===== src/rtl/core/hbs_pkg.sv =====
// hbs_pkg: shared types, widths, register and mode codes for the height map sampler
// depends on nothing; imported by every module under rtl/core except hbs_grid_mem
package hbs_pkg;

  // fixed field widths
  localparam int COORD_W    = 24;
  localparam int COORD_FRAC = 24;
  localparam int PPB_W      = 24;
  localparam int DIM_REG_W  = 11;
  localparam int SEA_W      = 16;
  localparam int CELL_W     = 10;
  localparam int HEIGHT_W   = 16;
  localparam int OUT_W      = 24;
  localparam int CFG_IDX_W  = 3;
  localparam int CFG_DATA_W = 24;
  localparam int PROD_W     = COORD_W + PPB_W + 1;

  // parameter defaults
  localparam int DEF_MAX_DIM   = 1024;
  localparam int DEF_FRAC_BITS = 8;

  // register indexes
  localparam logic [CFG_IDX_W-1:0] REG_PPB      = 3'd0;
  localparam logic [CFG_IDX_W-1:0] REG_WIDTH    = 3'd1;
  localparam logic [CFG_IDX_W-1:0] REG_HEIGHT   = 3'd2;
  localparam logic [CFG_IDX_W-1:0] REG_SEA      = 3'd3;
  localparam logic [CFG_IDX_W-1:0] REG_MAP_PRES = 3'd4;

  // register reset values
  localparam logic [PPB_W-1:0]     RST_PPB    = 24'd16384;
  localparam logic [DIM_REG_W-1:0] RST_WIDTH  = 11'd1024;
  localparam logic [DIM_REG_W-1:0] RST_HEIGHT = 11'd1024;
  localparam logic [SEA_W-1:0]     RST_SEA    = 16'd16;

  // item modes
  localparam logic [1:0] MODE_WRITE    = 2'd0;
  localparam logic [1:0] MODE_NEAREST  = 2'd1;
  localparam logic [1:0] MODE_BILINEAR = 2'd2;
  localparam logic [1:0] MODE_UNUSED   = 2'd3;

  // sequencer states
  typedef enum logic [3:0] {
    ST_IDLE,
    ST_SCALE_X,
    ST_SCALE_Z,
    ST_TAKE_X,
    ST_RD_A,
    ST_RD_B,
    ST_RD_C,
    ST_RD_D,
    ST_ROW_FAR,
    ST_MIX,
    ST_NEAR,
    ST_OUT
  } state_t;

  // one axis handed to the coordinate unit
  typedef struct packed {
    logic                      bilin;
    logic signed [COORD_W-1:0] coord;
  } coord_req_t;

  // blend datapath strobes
  typedef struct packed {
    logic take_hold;
    logic load_near;
    logic load_far;
  } blend_ctl_t;

endpackage


===== src/rtl/core/hbs_blend.sv =====
// hbs_blend: row blends of the four neighbours and the final mix between rows
// depends on hbs_pkg (blend_ctl_t, widths)
module hbs_blend #(
  parameter int FRAC_BITS = hbs_pkg::DEF_FRAC_BITS
) (
  input  logic                             clk,
  input  hbs_pkg::blend_ctl_t              ctl,
  input  logic [hbs_pkg::HEIGHT_W-1:0]     rdata,
  input  logic [FRAC_BITS-1:0]             fx,
  input  logic [FRAC_BITS-1:0]             fz,
  output logic [hbs_pkg::HEIGHT_W+FRAC_BITS-1:0] mix_value
);
  import hbs_pkg::*;

  localparam int WW = FRAC_BITS + 1;
  localparam int RW = HEIGHT_W + FRAC_BITS;
  localparam int SW = HEIGHT_W + 2 * FRAC_BITS;

  logic [HEIGHT_W-1:0] hold;
  logic [RW-1:0]       near_row;
  logic [RW-1:0]       far_row;
  logic [WW-1:0]       omfx;
  logic [WW-1:0]       omfz;
  logic [RW-1:0]       row_value;
  logic [SW-1:0]       mix_sum;

  // complementary weights
  assign omfx = {1'b1, {FRAC_BITS{1'b0}}} - WW'(fx);
  assign omfz = {1'b1, {FRAC_BITS{1'b0}}} - WW'(fz);

  // blend of the held cell with the one now read
  assign row_value = RW'(hold) * RW'(omfx) + RW'(rdata) * RW'(fx);

  // blend between rows, truncated
  assign mix_sum   = SW'(near_row) * SW'(omfz) + SW'(far_row) * SW'(fz);
  assign mix_value = RW'(mix_sum >> FRAC_BITS);

  always_ff @(posedge clk) begin
    if (ctl.take_hold) begin
      hold <= rdata;
    end
    if (ctl.load_near) begin
      near_row <= row_value;
    end
    if (ctl.load_far) begin
      far_row <= row_value;
    end
  end

endmodule


===== config.mk =====
export PLATFORM = sky130hd
export DESIGN_NAME = hbs_blend
export DESIGN_NICKNAME = d
export VERILOG_FILES = /design/src/rtl/core/hbs_pkg.sv /design/src/rtl/core/hbs_blend.sv
export SDC_FILE = /design/constraint.sdc
export NUM_CORES = 2
export LEC_CHECK = 0
export ABC_AREA = 0
export BUFFER_PORTS_ARGS = -buffer_cell sky130_fd_sc_hd__buf_2
export CAP_MARGIN = 20
export CORE_ASPECT_RATIO = 0.7
export CORE_UTILIZATION = 50
export CTS_BUF_LIST = sky130_fd_sc_hd__clkbuf_4
export DETAILED_ROUTE_END_ITERATION = 8
export GPL_TIMING_DRIVEN = 0
export PLACE_DENSITY = 0.69
export SLEW_MARGIN = 20
export SYNTH_ARGS = -nofsm -noshare
export SYNTH_HDL_FRONTEND = slang
export SYNTH_SLANG_ARGS = --single-unit
export TNS_END_PERCENT = 20

===== constraint.sdc =====
create_clock -name clk -period 15.9 [get_ports clk]
set_input_delay 4.77 -clock clk [delete_from_list [all_inputs] [get_ports clk]]
set_output_delay 4.77 -clock clk [all_outputs]
set_load 0.01 [all_outputs]

# Word-level counts from Yosys, hierarchy flattened
# Cells that the tools add are included.
totals:
  ff_bits: 64
  out_inout_bits: 24
  word_cells: 11
op_classes:
  add_sub_neg: 4
  mul: 4
op_table:
  columns: ["operator", "count"]
  rows:
  - ["adder 32 bit", 1]
  - ["multiplier 24 x 8 -> 32 bit", 1]
  - ["multiplier 24 x 9 -> 32 bit", 1]
  - ["adder 24 bit", 1]
  - ["multiplier 16 x 8 -> 24 bit", 1]
  - ["multiplier 16 x 9 -> 24 bit", 1]
  - ["subtractor 9 x 8 -> 9 bit (first input constant)", 2]

# Logic depth before layout (Yosys ltp)
logic_depth:
  word_depth: 3
  mapped_depth: 27
  ltp_nobuf: 26

# Least setup slack after synthesis
# No wires, ideal clock.
synth_path:
  path_kind: "input -> output"
  start: "in fz[3]"
  end: "out mix_value[23] (netlist name)"
  arrival_ps: 11038
  path_slack_ps: 92
  path_stages: 26
  cell_sequence: "buf_2 nor2_1 nand2_1 or3_4 xor2_1 clkbuf_1 and2_1 fa_1 inv_1 fa_1 fa_1 inv_1 fa_1 fa_1 inv_1 fa_1 inv_1 ha_1 a21o_1 a21o_1 a21o_1 a21oi_2 o21ai_2 a311oi_1 nand2b_1 a311oi_1"
synth_between:
  elab_chain_cells: 3
synth_rtl:
  columns: ["item", "line_no", "source"]
  rows:
  - ["start, declared", "hbs_blend.sv:10", "input logic [FRAC_BITS-1:0] fz,"]
  - ["subtractor 9 x 8 -> 9 bit", "hbs_blend.sv:29", "assign omfz = {1'b1, {FRAC_BITS{1'b0}}} - WW'(fz);"]
  - ["multiplier 24 x 9 -> 32 bit", "hbs_blend.sv:35", "assign mix_sum = SW'(near_row) * SW'(omfz) + SW'(far_row) * SW'(fz);"]
  - ["adder 32 bit (*)", "hbs_blend.sv:35", null]
  - ["end, declared", "hbs_blend.sv:11", "output logic [hbs_pkg::HEIGHT_W+FRAC_BITS-1:0] mix_value"]
# Mark *: on every way between the ends. The rest lies on a longest branch, timed or not.

# Worst setup path after layout
layout_path:
  start: "in fz[1]"
  end: "out mix_value[19] (netlist name)"
# Same word-level chain as after synthesis.

==> impl_summary.log <==
[metrics] outcome: finished, violations left
[metrics] violated checks: negative setup slack
[metrics] drt pass-1 iters: 5
[metrics] instance count of the mapped netlist: between 2000 and 3000
[metrics] Critical Path RT: roughly 11000 ps
[metrics] share of the clock period used by the worst path: 101%
[metrics] average size of a mapped cell: ~9 um^2
[metrics] count of distinct cell types in the synthesized netlist: 59
[metrics] CP arrival: 11270 ps
[metrics] worst slew margin relative to its limit: 29.5%
[metrics] clock root cell: clkbuf_4
[metrics] number of levels in the clock H-tree: 3
[metrics] synthesized net count: ~3300
[metrics] Met2 Routed Length: 25.8 mm
[metrics] type of origin of the critical path: primary input
[metrics] number of antenna violations at the first check in global routing: 1
[metrics] post-synthesis simple-gate area fraction: ~17%
[metrics] Die Y: between 150 and 200 um
[metrics] DR WL met3: 4.49 mm
[metrics] Adder-Cell Fraction of Synth Area: 56.6%
[metrics] wire per inst: approximately 17 um
[metrics] # Max-Cap Violations: 0
[metrics] transition at the pin with the smallest max-transition slack: roughly 1000 ps
[metrics] fillers: 4091
[metrics] count of boundary I/O pins: 60
[metrics] number of placement rows: 65
[metrics] least setup slack across all paths after layout: -142 ps
[metrics] xor/xnor share of the synthesized area: ~2.2%
[metrics] all-layer global routing usage: roughly a quarter
[metrics] multiplexer fraction of the synthesized cell area: 0.0482%
[metrics] clock-pin slew on the worst setup and hold paths: ~130 ps
[metrics] Via-to-Cell Ratio: between 5 and 6
[metrics] Synth Register Bits: 64
[metrics] share of the synthesized area in compound gates (AO/OA/AOI/OAI): roughly 3.1%
[metrics] post-synthesis cell area: approximately 23000 um^2
[metrics] routed via count: about 17000
[metrics] unrepaired setup endpoints after global routing: true
[metrics] Hold/Removal Path Class: reg2reg
[metrics] dominant combinational cell family by area after synthesis: adder cells
[metrics] total core area: 45500 um^2
[metrics] maximum buffer depth of the clock tree: 2
[metrics] final number of setup-violating endpoints: 10
[metrics] cell repeated most along the worst path: fa_1
[metrics] overall routed net length: roughly 55 mm
[metrics] maximum fanout count along the critical path: 8
[metrics] endpoint kind of the worst setup timing path: output port
[metrics] Die ar.: 47600 um^2
[metrics] met1 routed wirelength after detailed routing: about 24 mm
[metrics] start point of the worst min-delay path: hold[0]
[metrics] remaining antenna violation count: 0
[metrics] ys async rst share: 0%
[metrics] worst setup path start: fz[1]
[metrics] port bufs: between 40 and 50
[metrics] clock buffer count from CTS: 9
[metrics] fraction of layout instances using a drive strength above 1: around 7.5%
[metrics] largest net degree at the start of global routing: 25
[metrics] latest clock arrival within the worst-skew pair: 460 ps
[metrics] initial core utilization: roughly half
[metrics] total number of nets in the final design: about 3400
[metrics] setup skew after layout: 17.8 ps
[metrics] wire length of the first global-routing pass: 92.7 mm
[metrics] placed wire-length estimate: approximately 47 mm
[metrics] classification of the worst setup path: in2out
[metrics] predominant post-synthesis flop cell: edfxtp_1
[metrics] Layout area overhead: 8.42%
[metrics] Pins Over Slew Limit: 0
[metrics] part of the Yosys area used for sequential elements: about 8.2%
[metrics] Reg-to-Reg Start: hold[5]
[metrics] Final Hold Violating Endpoints: 0
[metrics] fin crit period: roughly 16000 ps
[metrics] remaining routing DRC violations: 0
[metrics] EDFF count, synth: 64
[metrics] total clock sinks: between 60 and 70
[metrics] CP max stage cell: fa_1
[metrics] yosys synthesis warning count: 0
[metrics] highest attainable clock frequency: slightly above 60 MHz
[metrics] post-placement worst setup slack: -1370 ps
[metrics] highest routed layer: met4
[metrics] final weighted congestion in routability-driven placement: 0.909
[metrics] CTS hold repair buffers: 0
[metrics] TritonCTS clock tree: built
[metrics] remaining global-route overflow: 0
[metrics] violation count after the first detailed-routing iteration: 1260
[metrics] Die Wd: about 260 um
[metrics] vias in the first global route: roughly 18000
[metrics] max incr delay on CP: 540 ps
[critical path, delay by kind of cell]
family,cells,cell delay [ps]
fa+ha+maj,8,3260
simple gates,6,1200
buf+inv,10,980
compound gates,5,870
xor+xnor,1,180
[cell usage after synthesis, types with 3 or more instances]
master,instances,area [um^2]
clkbuf_1,62,233
xor2_1,18,158
a21o_1,10,75.1
ha_1,159,1990
nor3_1,11,55.1
nand3_1,12,60.1
o21bai_1,3,22.5
inv_1,721,2710
nand2_1,360,1350
xnor2_1,42,368
a31oi_1,3,18.8
a211oi_1,3,22.5
a21oi_1,34,170
nor2_1,28,105
and3_1,7,43.8
buf_2,4,20.0
fa_1,561,11200
and2_1,329,2060
o21ai_0,14,70.1
and2_2,5,37.5
a21oi_2,3,26.3
edfxtp_1,64,1920
a21boi_0,3,22.5
nor2b_1,3,18.8
o21a_1,6,45.0
buf_1,29,109
[sequential cells by signal (all words and copies together), names as in the netlist]
name	flops
hold	16
far_row	24
near_row	24
[stage by stage]
step / hold slack [ps] / instances / util, % / instance area, um^2 / setup TNS (ps)
after CTS: 1060 / 3229 / 55.2 / 25100 / -491
after global placement: 1010 / 3190 / 53.5 / 24400 / -19080
after global routing: 1080 / 3236 / 55.6 / 25300 / -4000
after detailed placement: 1020 / 3190 / 53.5 / 24400 / -21430
final: 1050 / 3238 / 55.6 / 25300 / -815
after floorplan: 769 / 2538 / - / 23400 / 0
[metal layers]
metal	global-route usage, %	vias up
met4	4.49	0
met5	0	-
met3	4.78	82
met2	41.2	540
li1	-	7443
met1	35.2	8688
[final cells by class]
cell class                 count  area (um^2)  area share [%]
sequential                    64         1920            7.59
timing repair buffer          78          526            2.07
inverter                     721         2710            10.7
antenna                        3         7.51          0.0296
multi-input combinational   1658        18800            74.3
buffer                        95          455            1.80
tap                          603          754            2.98
clock buffer                   9         67.6           0.267
clock inverter                 7         71.3           0.282
[what timing repair did]
action | CTS | global route
setup buffers | 24 | 6
endpoints found under the setup margin | 23 | 20
gates resized for setup | 101 | 23
gates cloned | 2 | 0
pin swaps | 48 | 29
[final timing paths]
kind,end,slack (ps),cells past startpoint
setup / recovery,mix_value[19],-140,30
hold / removal,near_row[0],1050,2
setup reg to reg,far_row[21],9200,22
hold reg to reg,near_row[0],1050,2
[cells in the final DEF (no fill, tap or decap), drive strengths merged, types with 3 or more instances in the layout]
master and count:
buf 110, fa 561, nand2 360, edfxtp 64, xor2 18, a211o 3
o21ai 18, a21o 12, a21oi 37, xnor2 42, nand3 14, o21a 6
diode 3, o21bai 4, a21boi 3, a311oi 3, nor3 14, and3 7
a211oi 3, nor2 28, a31oi 3, and2 335, nor2b 3, clkinvlp 3
inv 722, ha 159, clkbuf 72
[cell families after synthesis]
logic type                 count (synthesis)
xor gates and xnor gates                  60
AOI/OAI and AO/OA                        107
muxes                                      1
adders and majority gates                720
DFF                                       64
buffers and inverters                    816
and+or+nand+nor                          770
Power is left out: the tool's default activity adds up to more than one toggle a clock period on the data nets, which glitch-free logic cannot reach.
