### src/rtl/core/hbs_pkg.sv
// hbs_pkg: shared types, widths, register and mode codes for the height map sampler
// depends on nothing; imported by every module under rtl/core except hbs_grid_mem
package hbs_pkg;

  // fixed field widths
  localparam int COORD_W    = 24;
  localparam int COORD_FRAC = 24;
  localparam int PPB_W      = 24;
  localparam int DIM_REG_W  = 11;
  localparam int SEA_W      = 16;
  localparam int CELL_W     = 10;
  localparam int HEIGHT_W   = 16;
  localparam int OUT_W      = 24;
  localparam int CFG_IDX_W  = 3;
  localparam int CFG_DATA_W = 24;
  localparam int PROD_W     = COORD_W + PPB_W + 1;

  // parameter defaults
  localparam int DEF_MAX_DIM   = 1024;
  localparam int DEF_FRAC_BITS = 8;

  // register indexes
  localparam logic [CFG_IDX_W-1:0] REG_PPB      = 3'd0;
  localparam logic [CFG_IDX_W-1:0] REG_WIDTH    = 3'd1;
  localparam logic [CFG_IDX_W-1:0] REG_HEIGHT   = 3'd2;
  localparam logic [CFG_IDX_W-1:0] REG_SEA      = 3'd3;
  localparam logic [CFG_IDX_W-1:0] REG_MAP_PRES = 3'd4;

  // register reset values
  localparam logic [PPB_W-1:0]     RST_PPB    = 24'd16384;
  localparam logic [DIM_REG_W-1:0] RST_WIDTH  = 11'd1024;
  localparam logic [DIM_REG_W-1:0] RST_HEIGHT = 11'd1024;
  localparam logic [SEA_W-1:0]     RST_SEA    = 16'd16;

  // item modes
  localparam logic [1:0] MODE_WRITE    = 2'd0;
  localparam logic [1:0] MODE_NEAREST  = 2'd1;
  localparam logic [1:0] MODE_BILINEAR = 2'd2;
  localparam logic [1:0] MODE_UNUSED   = 2'd3;

  // sequencer states
  typedef enum logic [3:0] {
    ST_IDLE,
    ST_SCALE_X,
    ST_SCALE_Z,
    ST_TAKE_X,
    ST_RD_A,
    ST_RD_B,
    ST_RD_C,
    ST_RD_D,
    ST_ROW_FAR,
    ST_MIX,
    ST_NEAR,
    ST_OUT
  } state_t;

  // one axis handed to the coordinate unit
  typedef struct packed {
    logic                      bilin;
    logic signed [COORD_W-1:0] coord;
  } coord_req_t;

  // blend datapath strobes
  typedef struct packed {
    logic take_hold;
    logic load_near;
    logic load_far;
  } blend_ctl_t;

endpackage

### src/rtl/core/hbs_coord.sv
// hbs_coord: scales one world coordinate into the grid and clamps it, two stages
// depends on hbs_pkg (coord_req_t, widths)
module hbs_coord #(
  parameter int MAX_DIM   = hbs_pkg::DEF_MAX_DIM,
  parameter int FRAC_BITS = hbs_pkg::DEF_FRAC_BITS
) (
  input  logic                               clk,
  input  hbs_pkg::coord_req_t                req,
  input  logic [hbs_pkg::PPB_W-1:0]          ppb,
  input  logic [$clog2(MAX_DIM)-1:0]         lim,
  output logic [$clog2(MAX_DIM)-1:0]         idx,
  output logic [FRAC_BITS-1:0]               frac
);
  import hbs_pkg::*;

  localparam int IW = $clog2(MAX_DIM);
  localparam int QW = COORD_FRAC + FRAC_BITS;

  logic signed [PROD_W-1:0] prod;
  logic                     prod_bilin;
  logic [IW-1:0]            prod_lim;

  logic                     nonpos;
  logic [PROD_W-2:0]        rnd;
  logic [COORD_W-1:0]       near_full;
  logic [QW-1:0]            q;
  logic [IW+FRAC_BITS-1:0]  top;
  logic [IW-1:0]            idx_next;
  logic [FRAC_BITS-1:0]     frac_next;

  // stage 1: scale by pixels per block
  always_ff @(posedge clk) begin
    prod       <= $signed(req.coord) * $signed({1'b0, ppb});
    prod_bilin <= req.bilin;
    prod_lim   <= lim;
  end

  // stage 2 logic: round or truncate, then clamp into the grid
  always_comb begin
    nonpos    = prod[PROD_W-1] || (prod == '0);
    rnd       = prod[PROD_W-2:0] + (PROD_W-1)'(1 << (COORD_FRAC - 1));
    near_full = rnd[PROD_W-2:COORD_FRAC];
    q         = prod[PROD_W-2:COORD_FRAC-FRAC_BITS];
    top       = {prod_lim, {FRAC_BITS{1'b0}}} - (IW+FRAC_BITS)'(1);
    idx_next  = '0;
    frac_next = '0;
    if (nonpos) begin
      idx_next  = '0;
      frac_next = '0;
    end else if (prod_bilin) begin
      if (q > QW'(top)) begin
        idx_next  = top[IW+FRAC_BITS-1:FRAC_BITS];
        frac_next = top[FRAC_BITS-1:0];
      end else begin
        idx_next  = q[IW+FRAC_BITS-1:FRAC_BITS];
        frac_next = q[FRAC_BITS-1:0];
      end
    end else begin
      if (near_full > COORD_W'(prod_lim)) begin
        idx_next = prod_lim;
      end else begin
        idx_next = near_full[IW-1:0];
      end
    end
  end

  // stage 2 register
  always_ff @(posedge clk) begin
    idx  <= idx_next;
    frac <= frac_next;
  end

endmodule

### config.mk
export PLATFORM = sky130hd
export DESIGN_NAME = hbs_coord
export DESIGN_NICKNAME = d
export VERILOG_FILES = /design/src/rtl/core/hbs_pkg.sv /design/src/rtl/core/hbs_coord.sv
export SDC_FILE = /design/constraint.sdc
export NUM_CORES = 2
export LEC_CHECK = 0
export ABC_AREA = 1
export BUFFER_PORTS_ARGS = -buffer_cell sky130_fd_sc_hd__buf_2
export CAP_MARGIN = 30
export CORE_ASPECT_RATIO = 0.9
export CORE_MARGIN = 4
export CORE_UTILIZATION = 40
export CTS_CLUSTER_DIAMETER = 200
export DETAILED_ROUTE_END_ITERATION = 16
export REMOVE_ABC_BUFFERS = 1
export SLEW_MARGIN = 20
export SYNTH_ARGS = -nofsm -noshare
export SYNTH_HDL_FRONTEND = slang
export SYNTH_SLANG_ARGS = --single-unit
### constraint.sdc
create_clock -name clk -period 5.96 [get_ports clk]
set_input_delay 0.596 -clock clk [delete_from_list [all_inputs] [get_ports clk]]
set_output_delay 0.596 -clock clk [all_outputs]
set_load 0.02 [all_outputs]
== Yosys cells after proc, flatten, opt, wreduce, memory -nomap -nowiden ==
Index checks and enable logic that the tools add are counted.
Widths: inputs -> output; s select.

* Reduce and logical (&&, ||, !) cells: 3
* Multipliers: 1
* Muxes and demuxes: 4
* $lt $le $gt $ge: 2
* Add/subtract/negate cells: 2
* Bitwise logic cells: 1

{| class="wikitable"
|+ Operator list
! kind !! number
|-
| $logic_not 49->1 || 1
|-
| $mul 24x25->49 || 1
|-
| $add 48x24->48 const B || 1
|-
| $gt 32x18->1 || 1
|-
| $mux 10 || 3
|-
| $gt 24x10->1 || 1
|-
| $sub 18x1->18 const B || 1
|-
| $mux 8 || 1
|-
| $reduce_or 2->1 || 1
|-
| $logic_or 1x1->1 || 1
|-
| $not 1->1 || 1
|}

* Bits in registers: 78
* Output and inout port bits: 18
* Word-level logic and storage cells: 18

== Logic depth before layout (Yosys ltp) ==
* Depth after elaboration: 4
* Gate-level depth with buffers: 28
* Gate-level depth less buffers: 27

== Least setup slack after synthesis ==
Ideal clock, no wire load.

* Path type: input to register
* Start point: in req[23] in the netlist's numbering
* End point: reg prod[41]
* Data required time: 5.841 ns
* Slack: -0.403 ns
* Cell stages on the path: 23
* Setup time: 0.119 ns
* Data arrival time: 6.244 ns
* Cells stage by stage: inv_1 > clkbuf_1 > or2_2 > fa_1 > fa_1 > inv_1 > fa_1 > fa_1 > fa_1 > fa_1 > inv_1 > fa_1 > inv_1 > ha_1 > nand2_1 > nor2_1 > inv_1 > nor2_1 > and3_1 > a21oi_1 > o21ai_0 > a21oi_1 > xnor2_1

* Cells in the longest elaborated chain, start to end: 1

{| class="wikitable"
|+ Ends and longest elaborated chain
! what !! RTL line !! source
|-
| from (decl) || hbs_coord.sv:8 || <nowiki>input hbs_pkg::coord_req_t req,</nowiki>
|-
| $mul 24x25->49 || hbs_coord.sv:33 || <nowiki>prod <= $signed(req.coord) * $signed({1'b0, ppb});</nowiki>
|-
| to (signal assigned) || hbs_coord.sv:33 ||
|-
| to (decl) || hbs_coord.sv:19 || <nowiki>logic signed [PROD_W-1:0] prod;</nowiki>
|}

Every way passes these cells.
A chain may end at the register's enable or synchronous reset.

== Worst setup path after layout ==
* Start point: in req[8] in the netlist's numbering
* End point: reg prod[47]

The elaborated chain is that of the path after synthesis.

==> flow_summary_export.csv <==
group,metric,value,unit
floorplan,initial_core_util,40.4,%
cts,cts_buffers,9,
floorplan,std_cell_rows,84,
floorplan,design.portCount,78,
place,post-dp-hpwl,55.0,mm
critical_path,endpoint_kind,"flop",
cts,cts_max_path_buffers,2,
synthesis,yosys.area.top_type_share,41.0,%
synthesis,synthCells,3055,
drt,routed_via_density,4.72,
timing,fin_skew,0.00846,ns
critical_path,crit_slowest_cell,"fa_1",
global_routing,track_usage,20.6,%
critical_path,r2r_slack,2.41,ns
critical_path,critPathMostFrequentCell,"inv_2",
critical_path,critPathRequiredTime,6.19,ns
timing,fin_ws,-0.0202,ns
critical_path,cpPeakStageDelay,0.55,ns
synthesis,synth-seq-cells,78,
cts,htreeDepth,3,
synthesis,synthDistinctLibCells,39,
global_routing,grt_pass1_vias,20100,
synthesis,syn_area,0.0236,sq mm
synthesis,async_flop_share,0,%
timing,tightestPinTransition,0.795,ns
timing,hold_viol_final,0,
min_path,min_path_type,"in2reg",
cts,clk_latency,0.34,ns
synthesis,ys_seq_area_share,6.63,%
finish,num_antenna_cells,0,
critical_path,crit_path_max_fanout,8,
finish,drive_gt1_share,22.0,%
global_routing,grt_overflow,0,
cts,cts_tree,"built",
global_routing,grt_max_degree,29,
drt,dr.pass1.iters,6,
critical_path,cp.arrival,6.21,ns
synthesis,synth_edf_count,0,
finish,multi_input_area,0.0195,sq mm
place,gp_congestion,0.910,
floorplan,die_w,264,microns
place,port_buffers,77,
finish,nets,4114,
drt,antenna_left,0,
cts,clock-sinks,78,
drt,drc,0,
floorplan,fp.dieH,238,microns
global_routing,grt_pass1_wl,106,mm
floorplan,die_area,0.0628,sq mm
job,cap_violations,0,
timing,fin_tns_setup,-0.0311,ns
finish,regArea,0.00156,sq mm
critical_path,path_class,"in2reg",
timing,min_period,5.98,ns
global_routing,antenna_found_initial,0,
cts,clk_pin_slew,0.07,ns
critical_path,start_kind,"input pin",
drt,drt-initial-drc-count,1209,
outcome,violations,"setup timing",
cts,clockRootBuffer,"clkbuf_16",
timing,fmax,167,MHz
timing,fin_crit_sh,100,%
drt,routedWlPerCell,15.9,microns
synthesis,yosysMostFrequentCell,"inv_1",
timing,whs,0.357,ns
timing,rsz0062_at_grt,"yes",
place,place_ws,-0.801,ns
finish,flow.area_growth_from_synthesis,24.1,%
synthesis,yosys-top-cells-count,"934 x inv_1, 724 x nand2_1, 482 x fa_1",
synthesis,synth_top_area_cell,"fa_1",
synthesis,yosys_most_used_dff,"dfxtp_1",
finish,stdcell_area,0.0292,sq mm
synthesis,ys_top_cells_by_area,"fa_1 41%, inv_1 15%, ha_1 12%",
place,placed_area,0.0267,sq mm
drt,wl,65.6,mm
timing,slew_viol_final,0,
timing,setup_viol,2,
synthesis,yosys_warnings,0,
synthesis,synth.avg_cell_area,7.71,sq um
timing,slew_headroom,46.9,%
floorplan,core_area,0.0583,sq mm
drt,num_vias,19500,
finish,fill_cells,5546,
outcome,status,"finished with violations",
==> flip-flops by register name (all words and copies together) (netlist names) <==
register    cells
prod           49
idx            10
prod_lim       10
frac            8
prod_bilin      1
==> per-stage QoR <==
step                      utilization [%]  std cells
final                                50.1       4127
after global routing                 50.1       4127
after CTS                            47.8       4101
after detailed placement             45.7       4077
after global placement               45.7       4077
after floorplan                         -       2952
==> layout make-up <==
type	instances	share of cell area (%)
multi-input combinational	1940	66.7
inverter	934	12.0
timing repair buffer	385	11.7
sequential	78	5.34
tap	774	3.31
clock buffer	10	0.783
clock inverter	6	0.158
==> placed cells by master, fill, tap and decap left out, types with 6 or more instances in the layout <==
cell | Yosys | routed
clkbuf_16 | 0 | 12
nor4_1 | 14 | 9
nand3_2 | 3 | 9
buf_4 | 1 | 276
nand3_1 | 58 | 52
o211ai_1 | 10 | 10
buf_12 | 0 | 22
nand2_2 | 6 | 33
buf_2 | 0 | 32
o21ai_1 | 2 | 12
nand4_1 | 14 | 14
nor3_1 | 12 | 11
a21oi_2 | 0 | 32
nor2_4 | 6 | 25
ha_4 | 0 | 30
buf_8 | 0 | 12
nor2_1 | 116 | 81
dfxtp_1 | 78 | 78
ha_1 | 224 | 194
o21a_1 | 6 | 6
nand2_4 | 2 | 15
fa_2 | 0 | 32
inv_1 | 934 | 860
o21ai_0 | 51 | 22
xnor2_1 | 25 | 24
xor2_1 | 36 | 35
a31oi_4 | 0 | 9
buf_6 | 1 | 35
inv_2 | 0 | 72
or2_2 | 13 | 12
nand2_1 | 724 | 683
a21o_1 | 7 | 7
o21ai_2 | 0 | 16
nor2_2 | 4 | 20
fa_1 | 482 | 450
a21oi_1 | 90 | 53
==> cells by family (layout without fill, tap and decap cells) <==
group	after synthesis	in the layout	synth area share (%)
adder cells (fa/ha/maj)	706	706	52.9
flip-flops	78	78	6.63
AO/OA/AOI/OAI	196	196	4.69
XOR/XNOR	61	61	2.27
buffers and inverters	1037	1335	16.6
AND/OR/NAND/NOR	977	977	16.9
==> critical path: cells and delay by family <==
kind	cells	cell delay, ns
buffers and inverters	12	0.86
AND/OR/NAND/NOR	6	0.53
XOR/XNOR	1	0.13
adder cells (fa/ha/maj)	8	3.87
AO/OA/AOI/OAI	2	0.23
==> repair_timing <==
item                                    CTS  global route
gates resized for setup                 230           315
cloned                                    2             3
endpoints found under the setup margin   33            31
setup buffers                             7            22
hold endpoints to repair                  0             0
pin swaps                               107           165
hold buffers                              0             0
==> routing by layer <==
layer / up-vias / global-route usage [%] / part of all wire (%)
li1: 9367 / - / -
met1: 9558 / 29.8 / 46
met2: 500 / 34.7 / 48
met3: 68 / 2.05 / 4.9
met4: 0 / 2.99 / 1.2
met5: - / 0 / 0
==> path summary, 6_finish.rpt <==
kind                                   from          end  cells after the start
worst max-delay path                 req[8]     prod[47]                     29
worst min-delay path                 lim[9]  prod_lim[9]                      1
worst max register to register  prod_lim[2]      frac[0]                     15
worst min register to register     prod[21]      frac[5]                      2
Power is not shown: default switching activity piles up to over one toggle a cycle in this logic, so the estimate is an artifact.
